`src/hw/rtl/kscc_pkg.sv`:
```
// ----------------------------------------------------------------------------
// Keyword substitution cipher package
// Alphabet constants, lookup table bundle and a one-hot encode helper.
// ----------------------------------------------------------------------------
package kscc_pkg;

  localparam int unsigned AlphaSize = 26;
  localparam int unsigned LtrW      = 5;

  localparam logic [7:0] LowerA = 8'h61;
  localparam logic [7:0] LowerZ = 8'h7a;
  localparam logic [7:0] UpperA = 8'h41;
  localparam logic [7:0] UpperZ = 8'h5a;

  localparam logic OpEncrypt = 1'b0;
  localparam logic OpDecrypt = 1'b1;

  typedef logic [LtrW-1:0] ltr_t;

  // Lookup data derived from the key. rank holds, for each letter, how many
  // letters below it are absent from the key.
  typedef struct packed {
    logic                              valid;
    logic [AlphaSize-1:0]              used;
    logic [AlphaSize-1:0][LtrW-1:0]    rank;
  } tbl_t;

  function automatic ltr_t enc_hot(input logic [AlphaSize-1:0] hot);
    ltr_t r;
    r = '0;
    for (int c = 0; c < AlphaSize; c++) begin
      if (hot[c]) begin
        r = r | ltr_t'(c);
      end
    end
    return r;
  endfunction

endpackage

```
`src/hw/rtl/kscc_key_prep.sv`:
```
// ----------------------------------------------------------------------------
// Keyword substitution cipher key preparation
// Checks the key and derives the letter usage and rank tables in two stages.
// ----------------------------------------------------------------------------
module kscc_key_prep import kscc_pkg::*; #(
  parameter int unsigned KEY_LEN = 5
) (
  input  logic                     clk_i,
  input  logic                     rst_ni,
  input  logic [KEY_LEN*LtrW-1:0]  key_i,
  output tbl_t                     tbl_o
);

  logic [AlphaSize-1:0]            used_d, used_q;
  logic                            valid_d, valid_q;
  logic [AlphaSize-1:0][LtrW-1:0]  rank_d, rank_q;
  logic [AlphaSize-1:0]            below;

  always_comb begin
    used_d  = '0;
    valid_d = 1'b1;
    for (int p = 0; p < KEY_LEN; p++) begin
      if (key_i[p*LtrW +: LtrW] >= ltr_t'(AlphaSize)) begin
        valid_d = 1'b0;
      end else begin
        used_d[key_i[p*LtrW +: LtrW]] = 1'b1;
      end
      for (int q = p + 1; q < KEY_LEN; q++) begin
        if (key_i[p*LtrW +: LtrW] == key_i[q*LtrW +: LtrW]) begin
          valid_d = 1'b0;
        end
      end
    end
  end

  // A letter outside the key lands at its own code less the key letters below it.
  always_comb begin
    rank_d = '0;
    below  = '0;
    for (int c = 0; c < AlphaSize; c++) begin
      below     = (AlphaSize'(1) << c) - AlphaSize'(1);
      rank_d[c] = ltr_t'(c) - ltr_t'($countones(below & used_q));
    end
  end

  always_ff @(posedge clk_i or negedge rst_ni) begin
    if (!rst_ni) begin
      used_q  <= '0;
      valid_q <= 1'b0;
      rank_q  <= '0;
    end else begin
      used_q  <= used_d;
      valid_q <= valid_d;
      rank_q  <= rank_d;
    end
  end

  assign tbl_o = '{valid: valid_q, used: used_q, rank: rank_q};

endmodule

```
`src/hw/rtl/kscc_map_pipe.sv`:
```
// ----------------------------------------------------------------------------
// Keyword substitution cipher mapping pipeline
// Three register stages: letter decode, table match, result encode.
// ----------------------------------------------------------------------------
module kscc_map_pipe import kscc_pkg::*; #(
  parameter int unsigned KEY_LEN = 5
) (
  input  logic                     clk_i,
  input  logic                     rst_ni,
  input  logic                     in_valid_i,
  input  logic                     operation_i,
  input  logic [7:0]               in_char_i,
  input  logic                     in_last_i,
  input  logic [KEY_LEN*LtrW-1:0]  key_i,
  input  tbl_t                     tbl_i,
  output logic                     out_valid_o,
  output logic [7:0]               out_char_o,
  output logic                     out_last_o,
  output logic                     key_invalid_o
);

  localparam logic [LtrW:0] KeyLenW = (LtrW+1)'(KEY_LEN);

  // Stage 1: letter decode.
  logic        s1_vld_q;
  logic        s1_op_q, s1_last_q, s1_ltr_q;
  logic [7:0]  s1_char_q;
  ltr_t        s1_idx_q;
  logic        is_lower, is_upper;

  // Stage 2: table match.
  logic                  s2_vld_q;
  logic                  s2_op_q, s2_last_q, s2_ltr_q;
  logic [7:0]            s2_char_q;
  logic                  from_key_d, s2_from_key_q;
  ltr_t                  key_ltr_d, s2_key_ltr_q;
  logic [AlphaSize-1:0]  hot_d, s2_hot_q;
  logic [KEY_LEN-1:0]    hit_d, s2_hit_q;
  ltr_t                  rank_sel_d, s2_rank_q;
  ltr_t                  rest_pos;

  // Stage 3: result encode.
  ltr_t        enc_res, dec_res, hit_pos, res;
  logic        out_valid_q;
  logic [7:0]  out_char_d, out_char_q;
  logic        out_last_q, key_invalid_q;

  assign is_lower = (in_char_i >= LowerA) && (in_char_i <= LowerZ);
  assign is_upper = (in_char_i >= UpperA) && (in_char_i <= UpperZ);

  always_comb begin
    from_key_d = {1'b0, s1_idx_q} < KeyLenW;
    rest_pos   = s1_idx_q - KeyLenW[LtrW-1:0];
    key_ltr_d  = '0;
    hit_d      = '0;
    for (int p = 0; p < KEY_LEN; p++) begin
      if (s1_idx_q == ltr_t'(p)) begin
        key_ltr_d = key_i[p*LtrW +: LtrW];
      end
      hit_d[p] = (key_i[p*LtrW +: LtrW] == s1_idx_q);
    end
    rank_sel_d = '0;
    hot_d      = '0;
    for (int c = 0; c < AlphaSize; c++) begin
      if (s1_idx_q == ltr_t'(c)) begin
        rank_sel_d = tbl_i.rank[c];
      end
      hot_d[c] = !tbl_i.used[c] && (tbl_i.rank[c] == rest_pos);
    end
  end

  always_comb begin
    hit_pos = '0;
    for (int p = 0; p < KEY_LEN; p++) begin
      if (s2_hit_q[p]) begin
        hit_pos = hit_pos | ltr_t'(p);
      end
    end
    enc_res = s2_from_key_q ? s2_key_ltr_q : enc_hot(s2_hot_q);
    dec_res = (|s2_hit_q) ? hit_pos : ltr_t'(s2_rank_q + KeyLenW[LtrW-1:0]);
    res     = (s2_op_q == OpDecrypt) ? dec_res : enc_res;
    if (tbl_i.valid && s2_ltr_q) begin
      out_char_d = LowerA + 8'(res);
    end else begin
      out_char_d = s2_char_q;
    end
  end

  always_ff @(posedge clk_i or negedge rst_ni) begin
    if (!rst_ni) begin
      s1_vld_q    <= 1'b0;
      s2_vld_q    <= 1'b0;
      out_valid_q <= 1'b0;
    end else begin
      s1_vld_q    <= in_valid_i;
      s2_vld_q    <= s1_vld_q;
      out_valid_q <= s2_vld_q;
    end
  end

  always_ff @(posedge clk_i) begin
    s1_op_q       <= operation_i;
    s1_char_q     <= in_char_i;
    s1_last_q     <= in_last_i;
    s1_ltr_q      <= is_lower || is_upper;
    s1_idx_q      <= is_upper ? ltr_t'(in_char_i - UpperA) : ltr_t'(in_char_i - LowerA);
    s2_op_q       <= s1_op_q;
    s2_char_q     <= s1_char_q;
    s2_last_q     <= s1_last_q;
    s2_ltr_q      <= s1_ltr_q;
    s2_from_key_q <= from_key_d;
    s2_key_ltr_q  <= key_ltr_d;
    s2_hot_q      <= hot_d;
    s2_hit_q      <= hit_d;
    s2_rank_q     <= rank_sel_d;
    out_char_q    <= out_char_d;
    out_last_q    <= s2_last_q;
    key_invalid_q <= !tbl_i.valid;
  end

  assign out_valid_o   = out_valid_q;
  assign out_char_o    = out_char_q;
  assign out_last_o    = out_last_q;
  assign key_invalid_o = key_invalid_q;

endmodule

```
`src/hw/rtl/keyword_substitution_cipher_core.sv`:
```
// ----------------------------------------------------------------------------
// Keyword substitution cipher core
// Maps one text byte per cycle, while busy is low, through a keyword-built cipher alphabet.
// ----------------------------------------------------------------------------
//  Channel   Handshake                    Payload
//  input     start high, busy low         operation_i, in_char_i, in_last_i
//  result    out_valid_o, single cycle    out_char_o, out_last_o, key_invalid_o
//  config    cfg_valid_i and cfg_ready_o  cfg_data_i (key letters)
//
// A byte accepted at a clock edge passes the decode, match and encode stage
// registers of the mapping pipeline before it reaches the result ports; one
// byte can be taken every cycle while busy is low.
// busy is high for the first cycle after reset and for one cycle after a key
// transfer. The receiver cannot stall.
module keyword_substitution_cipher_core import kscc_pkg::*; #(
  parameter int unsigned KEY_LEN = 5
) (
  input  logic                     clk_i,
  input  logic                     rst_ni,
  input  logic                     start,
  output logic                     busy,
  input  logic                     operation_i,
  input  logic [7:0]               in_char_i,
  input  logic                     in_last_i,
  output logic                     out_valid_o,
  output logic [7:0]               out_char_o,
  output logic                     out_last_o,
  output logic                     key_invalid_o,
  input  logic                     cfg_valid_i,
  output logic                     cfg_ready_o,
  input  logic [KEY_LEN*LtrW-1:0]  cfg_data_i
);

  localparam int unsigned         KeyW     = KEY_LEN * LtrW;
  localparam logic [KeyW-1:0]     ResetKey = KeyW'(64'd4294688);

  logic [KeyW-1:0]  key_d, key_q, key_eff;
  logic             refresh_d, refresh_q;
  logic             cfg_write;
  tbl_t             tbl;

  assign cfg_ready_o = 1'b1;
  assign cfg_write   = cfg_valid_i && cfg_ready_o;
  assign key_d       = cfg_write ? cfg_data_i : key_q;
  assign refresh_d   = cfg_write;
  assign busy        = refresh_q;

  // Only the low 64 key bits are used; letters reaching past them read as zero.
  always_comb begin
    key_eff = '0;
    for (int j = 0; j < KeyW; j++) begin
      if (j < 64) begin
        key_eff[j] = key_q[j];
      end
    end
  end

  always_ff @(posedge clk_i or negedge rst_ni) begin
    if (!rst_ni) begin
      key_q     <= ResetKey;
      refresh_q <= 1'b1;
    end else begin
      key_q     <= key_d;
      refresh_q <= refresh_d;
    end
  end

  kscc_key_prep #(
    .KEY_LEN (KEY_LEN)
  ) u_key_prep (
    .clk_i  (clk_i),
    .rst_ni (rst_ni),
    .key_i  (key_eff),
    .tbl_o  (tbl)
  );

  kscc_map_pipe #(
    .KEY_LEN (KEY_LEN)
  ) u_map_pipe (
    .clk_i         (clk_i),
    .rst_ni        (rst_ni),
    .in_valid_i    (start && !busy),
    .operation_i   (operation_i),
    .in_char_i     (in_char_i),
    .in_last_i     (in_last_i),
    .key_i         (key_eff),
    .tbl_i         (tbl),
    .out_valid_o   (out_valid_o),
    .out_char_o    (out_char_o),
    .out_last_o    (out_last_o),
    .key_invalid_o (key_invalid_o)
  );

endmodule

```
`config.mk`:
```
export PLATFORM = sky130hd
export DESIGN_NAME = keyword_substitution_cipher_core
export DESIGN_NICKNAME = d
export VERILOG_FILES = /design/src/hw/rtl/kscc_pkg.sv /design/src/hw/rtl/kscc_key_prep.sv /design/src/hw/rtl/kscc_map_pipe.sv /design/src/hw/rtl/keyword_substitution_cipher_core.sv
export SDC_FILE = /design/constraint.sdc
export NUM_CORES = 1
export LEC_CHECK = 0
export ABC_AREA = 1
export BUFFER_PORTS_ARGS = -buffer_cell sky130_fd_sc_hd__buf_2
export CAP_MARGIN = 30
export CORE_MARGIN = 2
export CORE_UTILIZATION = 65
export CTS_BUF_LIST = sky130_fd_sc_hd__clkbuf_2
export CTS_CLUSTER_SIZE = 16
export DETAILED_ROUTE_END_ITERATION = 16
export PLACE_DENSITY = 0.87
export SETUP_SLACK_MARGIN = 0.3
export SYNTH_ARGS = -nofsm -noshare
export SYNTH_HDL_FRONTEND = slang
export SYNTH_SLANG_ARGS = --single-unit
export TNS_END_PERCENT = 50
```
`constraint.sdc`:
```
create_clock -name clk_i -period 6.9 [get_ports clk_i]
set_input_delay 1.035 -clock clk_i [delete_from_list [all_inputs] [get_ports clk_i]]
set_output_delay 1.035 -clock clk_i [all_outputs]
set_load 0.05 [all_outputs]
```
==> results of run 1 <==
[area by class of cell]
type	count	area [µm²]	area share [%]
Clock buffer	100	500.5	3.010
Multi-Input combinational cell	1214	8232	49.51
Sequential cell	249	5849	35.18
Antenna cell	1	2.502	0.01505
Inverter	298	1125	6.765
Timing Repair Buffer	64	384.1	2.310
Tap cell	319	399.1	2.400
Clock inverter	18	135.1	0.8127
[report_power, final]
part	internal [mW]	leakage [nW]	total [mW]	switching, mW
registers	1.97	2.71	2.32	0.359
logic	1.70	5.05	4.26	2.57
clock network	0.462	0.476	1.09	0.628
total	4.13	8.24	7.68	3.55
[cells by family (layout without fill, tap and decap cells)]
| kind of cell | after synthesis | in the layout | share of synthesized area [%] |
|---|---|---|---|
| flops | 249 | 249 | 37.88 |
| simple gates | 605 | 605 | 16.80 |
| buf+inv | 356 | 480 | 8.826 |
| fa+ha+maj | 180 | 180 | 16.92 |
| xor+xnor | 108 | 108 | 6.127 |
| other cells | 1 | 2 | 0.02429 |
| mux | 1 | 1 | 0.06484 |
| compound gates | 319 | 319 | 13.35 |
[worst max path at each step]
stage                         start                    end  slack (ps)  cells after the start
2_1_floorplan  u_key_prep.used_q[0]  u_key_prep.tbl_o[119]        1030                     20
3_3_place_gp   u_key_prep.used_q[0]  u_key_prep.tbl_o[119]         720                     20
3_5_place_dp   u_key_prep.used_q[1]  u_key_prep.tbl_o[119]         540                     20
4_1_cts        u_key_prep.used_q[0]  u_key_prep.tbl_o[119]         530                     20
5_1_grt        u_key_prep.used_q[1]  u_key_prep.tbl_o[119]         270                     20
6_report       u_key_prep.used_q[0]  u_key_prep.tbl_o[119]         580                     20
[state kept, by name (all words and copies together), names as in the netlist, 5 cells and up]
name	cells
u_map_pipe.s2_hot_q	25
u_map_pipe.s2_rank_q	5
u_map_pipe.out_char_o	8
u_map_pipe.s1_idx_q	5
key_eff	25
u_map_pipe.s2_hit_q	5
u_map_pipe.s2_key_ltr_q	5
u_map_pipe.s1_char_q	8
u_key_prep.tbl_o	115
u_key_prep.used_q	26
u_map_pipe.s2_char_q	8
[metal layers]
layer	part of all wire, %	wire length [µm]
met2	44	19620
met5	0.029	13
met4	5.2	2341
met3	12	5189
met1	39	17650
[synth_stat cells, drive strengths merged]
cell | instances | area (µm²)
dfxtp | 78 | 1562
clkinv | 2 | 7.510
a211oi | 22 | 165.2
o211ai | 10 | 75.07
o2111ai | 6 | 52.55
nor4 | 17 | 106.4
nor2 | 97 | 410.4
a221o | 12 | 120.1
a221oi | 13 | 113.9
nand4 | 15 | 93.84
nand3b | 1 | 7.510
o21a | 1 | 7.510
o21bai | 4 | 30.03
o211a | 1 | 10.01
nand2 | 357 | 1365
xor2 | 70 | 613.1
ha | 132 | 1652
buf | 10 | 61.31
clkbuf | 48 | 180.2
o41ai | 3 | 26.28
o31ai | 1 | 7.510
a21boi | 2 | 15.01
fa | 48 | 960.9
and2 | 2 | 12.51
mux2i | 1 | 10.01
a21o | 3 | 22.52
a2111oi | 6 | 52.55
nor3 | 44 | 220.2
a22oi | 3 | 22.52
o22ai | 30 | 187.7
a22o | 7 | 61.31
a31oi | 2 | 12.51
a21oi | 39 | 195.2
or4 | 1 | 7.510
o221ai | 24 | 210.2
dfrtp | 165 | 4129
conb | 1 | 3.750
o21ai | 124 | 620.6
xnor2 | 38 | 332.8
inv | 296 | 1114
or2 | 12 | 75.08
o311ai | 5 | 43.79
nand3 | 59 | 295.3
a31o | 1 | 8.760
dfstp | 6 | 157.7
[worst max-delay path, stage by stage (launching register included)]
cell	delay [ps]
dfrtp_1	410
inv_1	90
ha_1	350
inv_1	80
fa_1	650
inv_1	140
ha_1	250
fa_2	660
inv_1	150
fa_1	530
inv_1	50
ha_1	220
fa_1	650
clkinvlp_4	230
fa_1	490
ha_1	310
ha_1	220
fa_1	380
xor2_1	190
xor2_1	150
inv_1	50
[timing repair]
item	in CTS	in global routing
hold endpoints to repair	0	8
setup endpoints to repair	0	1
hold buffers	0	1
gates resized for setup	0	2
buffers inserted	0	3
==> run metrics, run 1 <==
Synth Instances=1819; Seq cells post-synth=249; GR Util met2=54.78%; Fin. Hold Viols=0; most common cell after layout, fill and taps aside=nand2_1; max_cap viols=0; antenna viol nets, final=0; Peak VDD IR=0.2595 mV; vias per cell=6.057; Root Driver=clkbuf_2; Max Fanout on Critical Path=6; Tightest Hold Check Type=primary input to register; Worst Reg-to-Reg Cells=20; max-slew headroom at the worst pin=37.28%; R2R Setup Slk=580 ps; share of post-route cells with drive strength above 1=11.01%; Core Box Area=23400 µm²; dpl cell area=15920 µm²; pin count of the biggest net entering global routing=107; Seq/Total Area, Yosys=37.88%; worst hold path depth=1; Period Utilization, post-route=91.54%; critical path endpoint category=register; Final Critical Period=6316 ps; CTS tree=yes; clock-pin slew on the worst setup and hold paths=90 ps; PwrDens=461.8 nW/µm²; RR Endpoint=u_key_prep.tbl_o[119]; Die Area=25000 µm²; Synth-to-Final Area Change=7.708%; worst slack at placement=542.0 ps; syn avg cell area=8.487 µm²; post-DP HPWL=32430 µm; design area=16630 µm²; min-delay src=in_last_i; fin cells=2263; post-layout util=71.05%; vias in the first global route=13360; setup ws final=584.0 ps; 1st-pass router iterations=6; clock sink total=249; hold worst-path end=u_map_pipe.s1_last_q; clock latency on the worst-skew pair=880 ps; htree depth=3; first-pass GRT wire length=69880 µm; Nets=2112; status=completed; Tot Pwr=7.678 mW; # port buffers=50; worst clock skew=76.85 ps; GR Layer Usage met3=9.116%; mapped cell area=15440 µm²; Setup Crit Path Kind=register to register; Pleak=8.236 nW; initial antenna violation count=2; Longest Clk Path Bufs=3; dpl cells=2139; row count=56; chip height=158.1 µm; Final Wtd Congestion=1.017; Pins Over Slew Limit=0; total grt overflow=0; Starting Density=65.96%; number of buffers created by CTS=66; gr usage total=36.62%; Synthesis Warnings=0; WL final=44820 µm; GRT Max-Usage Layer=met2; Distinct cells, synth=57; met1 usage=49.29%; fmax=158.3 MHz; DR vias=13710; commonest cells after routing, fill and taps aside=nand2_1 (350), inv_1 (287), dfrtp_1 (165); Finish-stage setup viols=0; Iter 0 DRT Violations=1835; syn nets=2038; drt wl/cell=19.81 µm; Die W=158.1 µm; Residual DRC=0; WP data arrival=7060 ps; CP required=7640 ps; IO Pins=52; # fillers=1831; Worst Tran Pin Value=937.5 ps; Sum Neg Setup Slack=0 ps; RSZ-0062 raised after global routing=no; Worst setup SP type=register; Reg-to-Reg Start=u_key_prep.used_q[0]; Hold Slack=268.2 ps
(Power assumes the default switching activity.)
==> inputs of run 2 (changes only) <==
--- a/config.mk
+++ b/config.mk
@@ -5,7 +5,6 @@
 export SDC_FILE = /design/constraint.sdc
 export NUM_CORES = 1
 export LEC_CHECK = 0
-export ABC_AREA = 1
 export BUFFER_PORTS_ARGS = -buffer_cell sky130_fd_sc_hd__buf_2
 export CAP_MARGIN = 30
 export CORE_MARGIN = 2
==> run 2 against run 1 <==
Against the previous run:
- critical path depth increased by 1
- via count shrank 3.9%
- synthesized cell count is 9.9% lower
- routed wire length grew 6.1%
- clock skew grew 21 ps
- sequential cell count is the same
- cell count is 9.4% lower
- area after synthesis up 3.8%
- final area up 2.0%
- setup slack improved by 430 ps
- critical path type unchanged
- critical endpoint is now u_key_prep.tbl_o[109]
- highest routed layer unchanged
==> run metrics, run 2 <==
Synth area leader=dfrtp_1; Pins Over Slew Limit=0 (unchanged); drt wl/cell=23.19 µm (+17%); most used cell, CP=inv_1; 1st-pass router iterations=6 (unchanged); CP required=7730 ps (+90 ps); Hold Slack=138.0 ps (-130.2 ps); Core Box Area=24250 µm² (+3.6%); Synth Instances=1639 (-9.9%); Final Critical Period=5885 ps (-430.5 ps); fmax=169.9 MHz (+7.3%); syn nets=1858 (-8.8%); clock sink total=249 (unchanged); Post-CTS Setup Inserts=0 (unchanged); Seq/Total Area, Yosys=36.48% (-1.4 points); syn avg cell area=9.781 µm² (+15%); DR vias=13170 (-3.9%); crit path cell chain=inv_1 > ha_1 > inv_1 > fa_1 > inv_1 > ha_1 > fa_1 > xor2_1 > buf_4 > inv_1 > fa_1 > inv_1 > fa_1 > buf_4 > ha_1 > inv_1 > ha_1 > ha_1 > fa_1 > xor2_1 > xnor2_1; CP delay by family, top=adder cells; total grt overflow=0 (unchanged); dpl cells=1935 (-9.5%); Worst path max stage delay=640 ps (-20 ps); Slowest-stage cell, CP=fa_1; top-area cell type share of the netlist area=25.76% (-0.99 points); Post-CTS Hold Buffers=0 (unchanged); Finish-stage setup viols=0 (unchanged); Starting Density=66.11% (+0.14 points); Seq cells post-synth=249 (unchanged); Iter 0 DRT Violations=1629 (-11%); post-DP HPWL=34800 µm (+7.3%); number of buffers created by CTS=61 (-7.6%); Worst setup SP type=register; Period Utilization, post-route=85.30% (-6.2 points); Setup Crit Path Kind=register to register; max_cap viols=0 (unchanged); chip height=161.0 µm (+1.9%); design area=16960 µm² (+2.0%); Final Wtd Congestion=0.9872 (-2.9%); most common cell after layout, fill and taps aside=dfrtp_1; pin count of the biggest net entering global routing=97 (-9.3%); most frequent cell after synthesis=dfrtp_1; Worst Tran Pin Value=1112 ps (+174.4 ps); Tightest Hold Check Type=primary input to asynchronous set/reset pin; max reg flops=115 (unchanged); Synth-to-Final Area Change=5.823%; max-slew headroom at the worst pin=25.19% (-12 points); synth cell count leaders=dfrtp_1 (165), inv_1 (160), xnor2_1 (154), ha_1 (132), xor2_1 (79); gr usage total=37.18% (+0.56 points); vias per cell=6.426 (+6.1%); Die W=161.0 µm (+1.9%); mapped cell area=16030 µm² (+3.8%); Peak VDD IR=0.3143 mV (+21%); clock latency on the worst-skew pair=1000 ps (+120 ps); Die Area=25930 µm² (+3.7%); Distinct cells, synth=90 (+58%); Residual DRC=0 (unchanged); Max Fanout on Critical Path=6 (unchanged); RSZ-0062 raised after global routing=no; initial antenna violation count=4 (+2); status=completed; vias in the first global route=13240 (-0.90%); WL final=47550 µm (+6.1%); dpl cell area=16360 µm² (+2.7%); Top FF cell, synth=dfrtp_1; setup ws final=1015 ps (+430.5 ps); worst slack at placement=1056 ps (+514.1 ps); Root Driver=clkbuf_2; WP data arrival=6710 ps (-350 ps); Nets=1895 (-10%); htree depth=2 (-1); Post-synth EDFFs=0 (unchanged); Reg-to-Reg Start=u_key_prep.used_q[1]; first-pass GRT wire length=74430 µm (+6.5%); Longest Clk Path Bufs=3 (unchanged); WP buf/inv=8 (+1); worst clock skew=97.88 ps (+21.03 ps); IO Pins=52 (unchanged); cts repair resizes=0 (unchanged); CTS tree=yes; Pleak=7.479 nW (-9.2%); antenna viol nets, final=0 (unchanged); row count=57 (+1.8%); Async SR Flop Fraction=68.67% (unchanged); critical path endpoint category=register; fin cells=2050 (-9.4%); Fin. Hold Viols=0 (unchanged); Area contributors post-synth=dfrtp_1 (26%), ha_1 (10%), dfxtp_1 (9.7%); clock-pin slew on the worst setup and hold paths=110 ps (+20 ps); # port buffers=50 (unchanged); worst setup path startpoint=u_key_prep.used_q[1]; PwrDens=426.0 nW/µm² (-7.8%); Synthesis Warnings=0 (unchanged); share of post-route cells with drive strength above 1=13.06% (+2.0 points); commonest cells after routing, fill and taps aside=dfrtp_1 (165), inv_1 (160), xnor2_1 (154); Sum Neg Setup Slack=0 ps (unchanged)
[run 2: cell type report]
type | instances | area (µm²)
Multi-Input combinational cell | 1131 | 9094
Fill cell | 1842 | 7284
Sequential cell | 249 | 5852
Inverter | 161 | 604.3
Clock buffer | 90 | 450.4
Timing Repair Buffer | 72 | 429.2
Tap cell | 324 | 405.4
Clock inverter | 20 | 121.4
Antenna cell | 3 | 7.507
[run 2: cell families (layout without fill, tap and decap cells)]
logic type                 after synthesis  count (layout)  synth area share, %
adders and majority gates              180             180                16.30
DFF                                    249             249                36.48
muxes                                   25              25                1.756
other                                    1               4              0.02339
buffers and inverters                  259             343                6.806
and+or+nand+nor                        406             406                13.87
xor gates and xnor gates               236             236                13.10
AOI/OAI and AO/OA                      283             283                11.66
[run 2: path summary, 6_finish.rpt]
path,slack [ps],end,cells after the start
setup / recovery,1010,u_key_prep.tbl_o[109],21
hold / removal,140,u_key_prep.tbl_o[110],1
setup reg to reg,1010,u_key_prep.tbl_o[109],21
hold reg to reg,320,u_map_pipe.s2_ltr_q,0
max in group asynchronous,5400,u_key_prep.used_q[3],3
min in group clk_i,150,u_map_pipe.s1_op_q,1
[run 2: metal layers]
layer  track usage, %  part of all wire [%]  vias to the layer above
met1            47.51                    38                     6405
met3            10.02                    11                      218
met4            16.36                   4.9                        2
li1                 -                     -                     5703
met2            59.85                    46                      846
met5                0                 0.027                        -
[run 2: stage by stage]
stage / util [%] / total power, mW
floorplan: - / 4.888
global placement: 67.45 / 5.818
detailed placement: 67.47 / 6.149
CTS: 69.82 / 7.168
global route: 69.94 / 7.767
finish: 69.96 / 7.227
[run 2: power breakdown]
group          total, mW  internal, mW  switching, mW
logic               3.83          1.62           2.21
clock network       1.03         0.397          0.629
registers           2.37          1.93          0.443
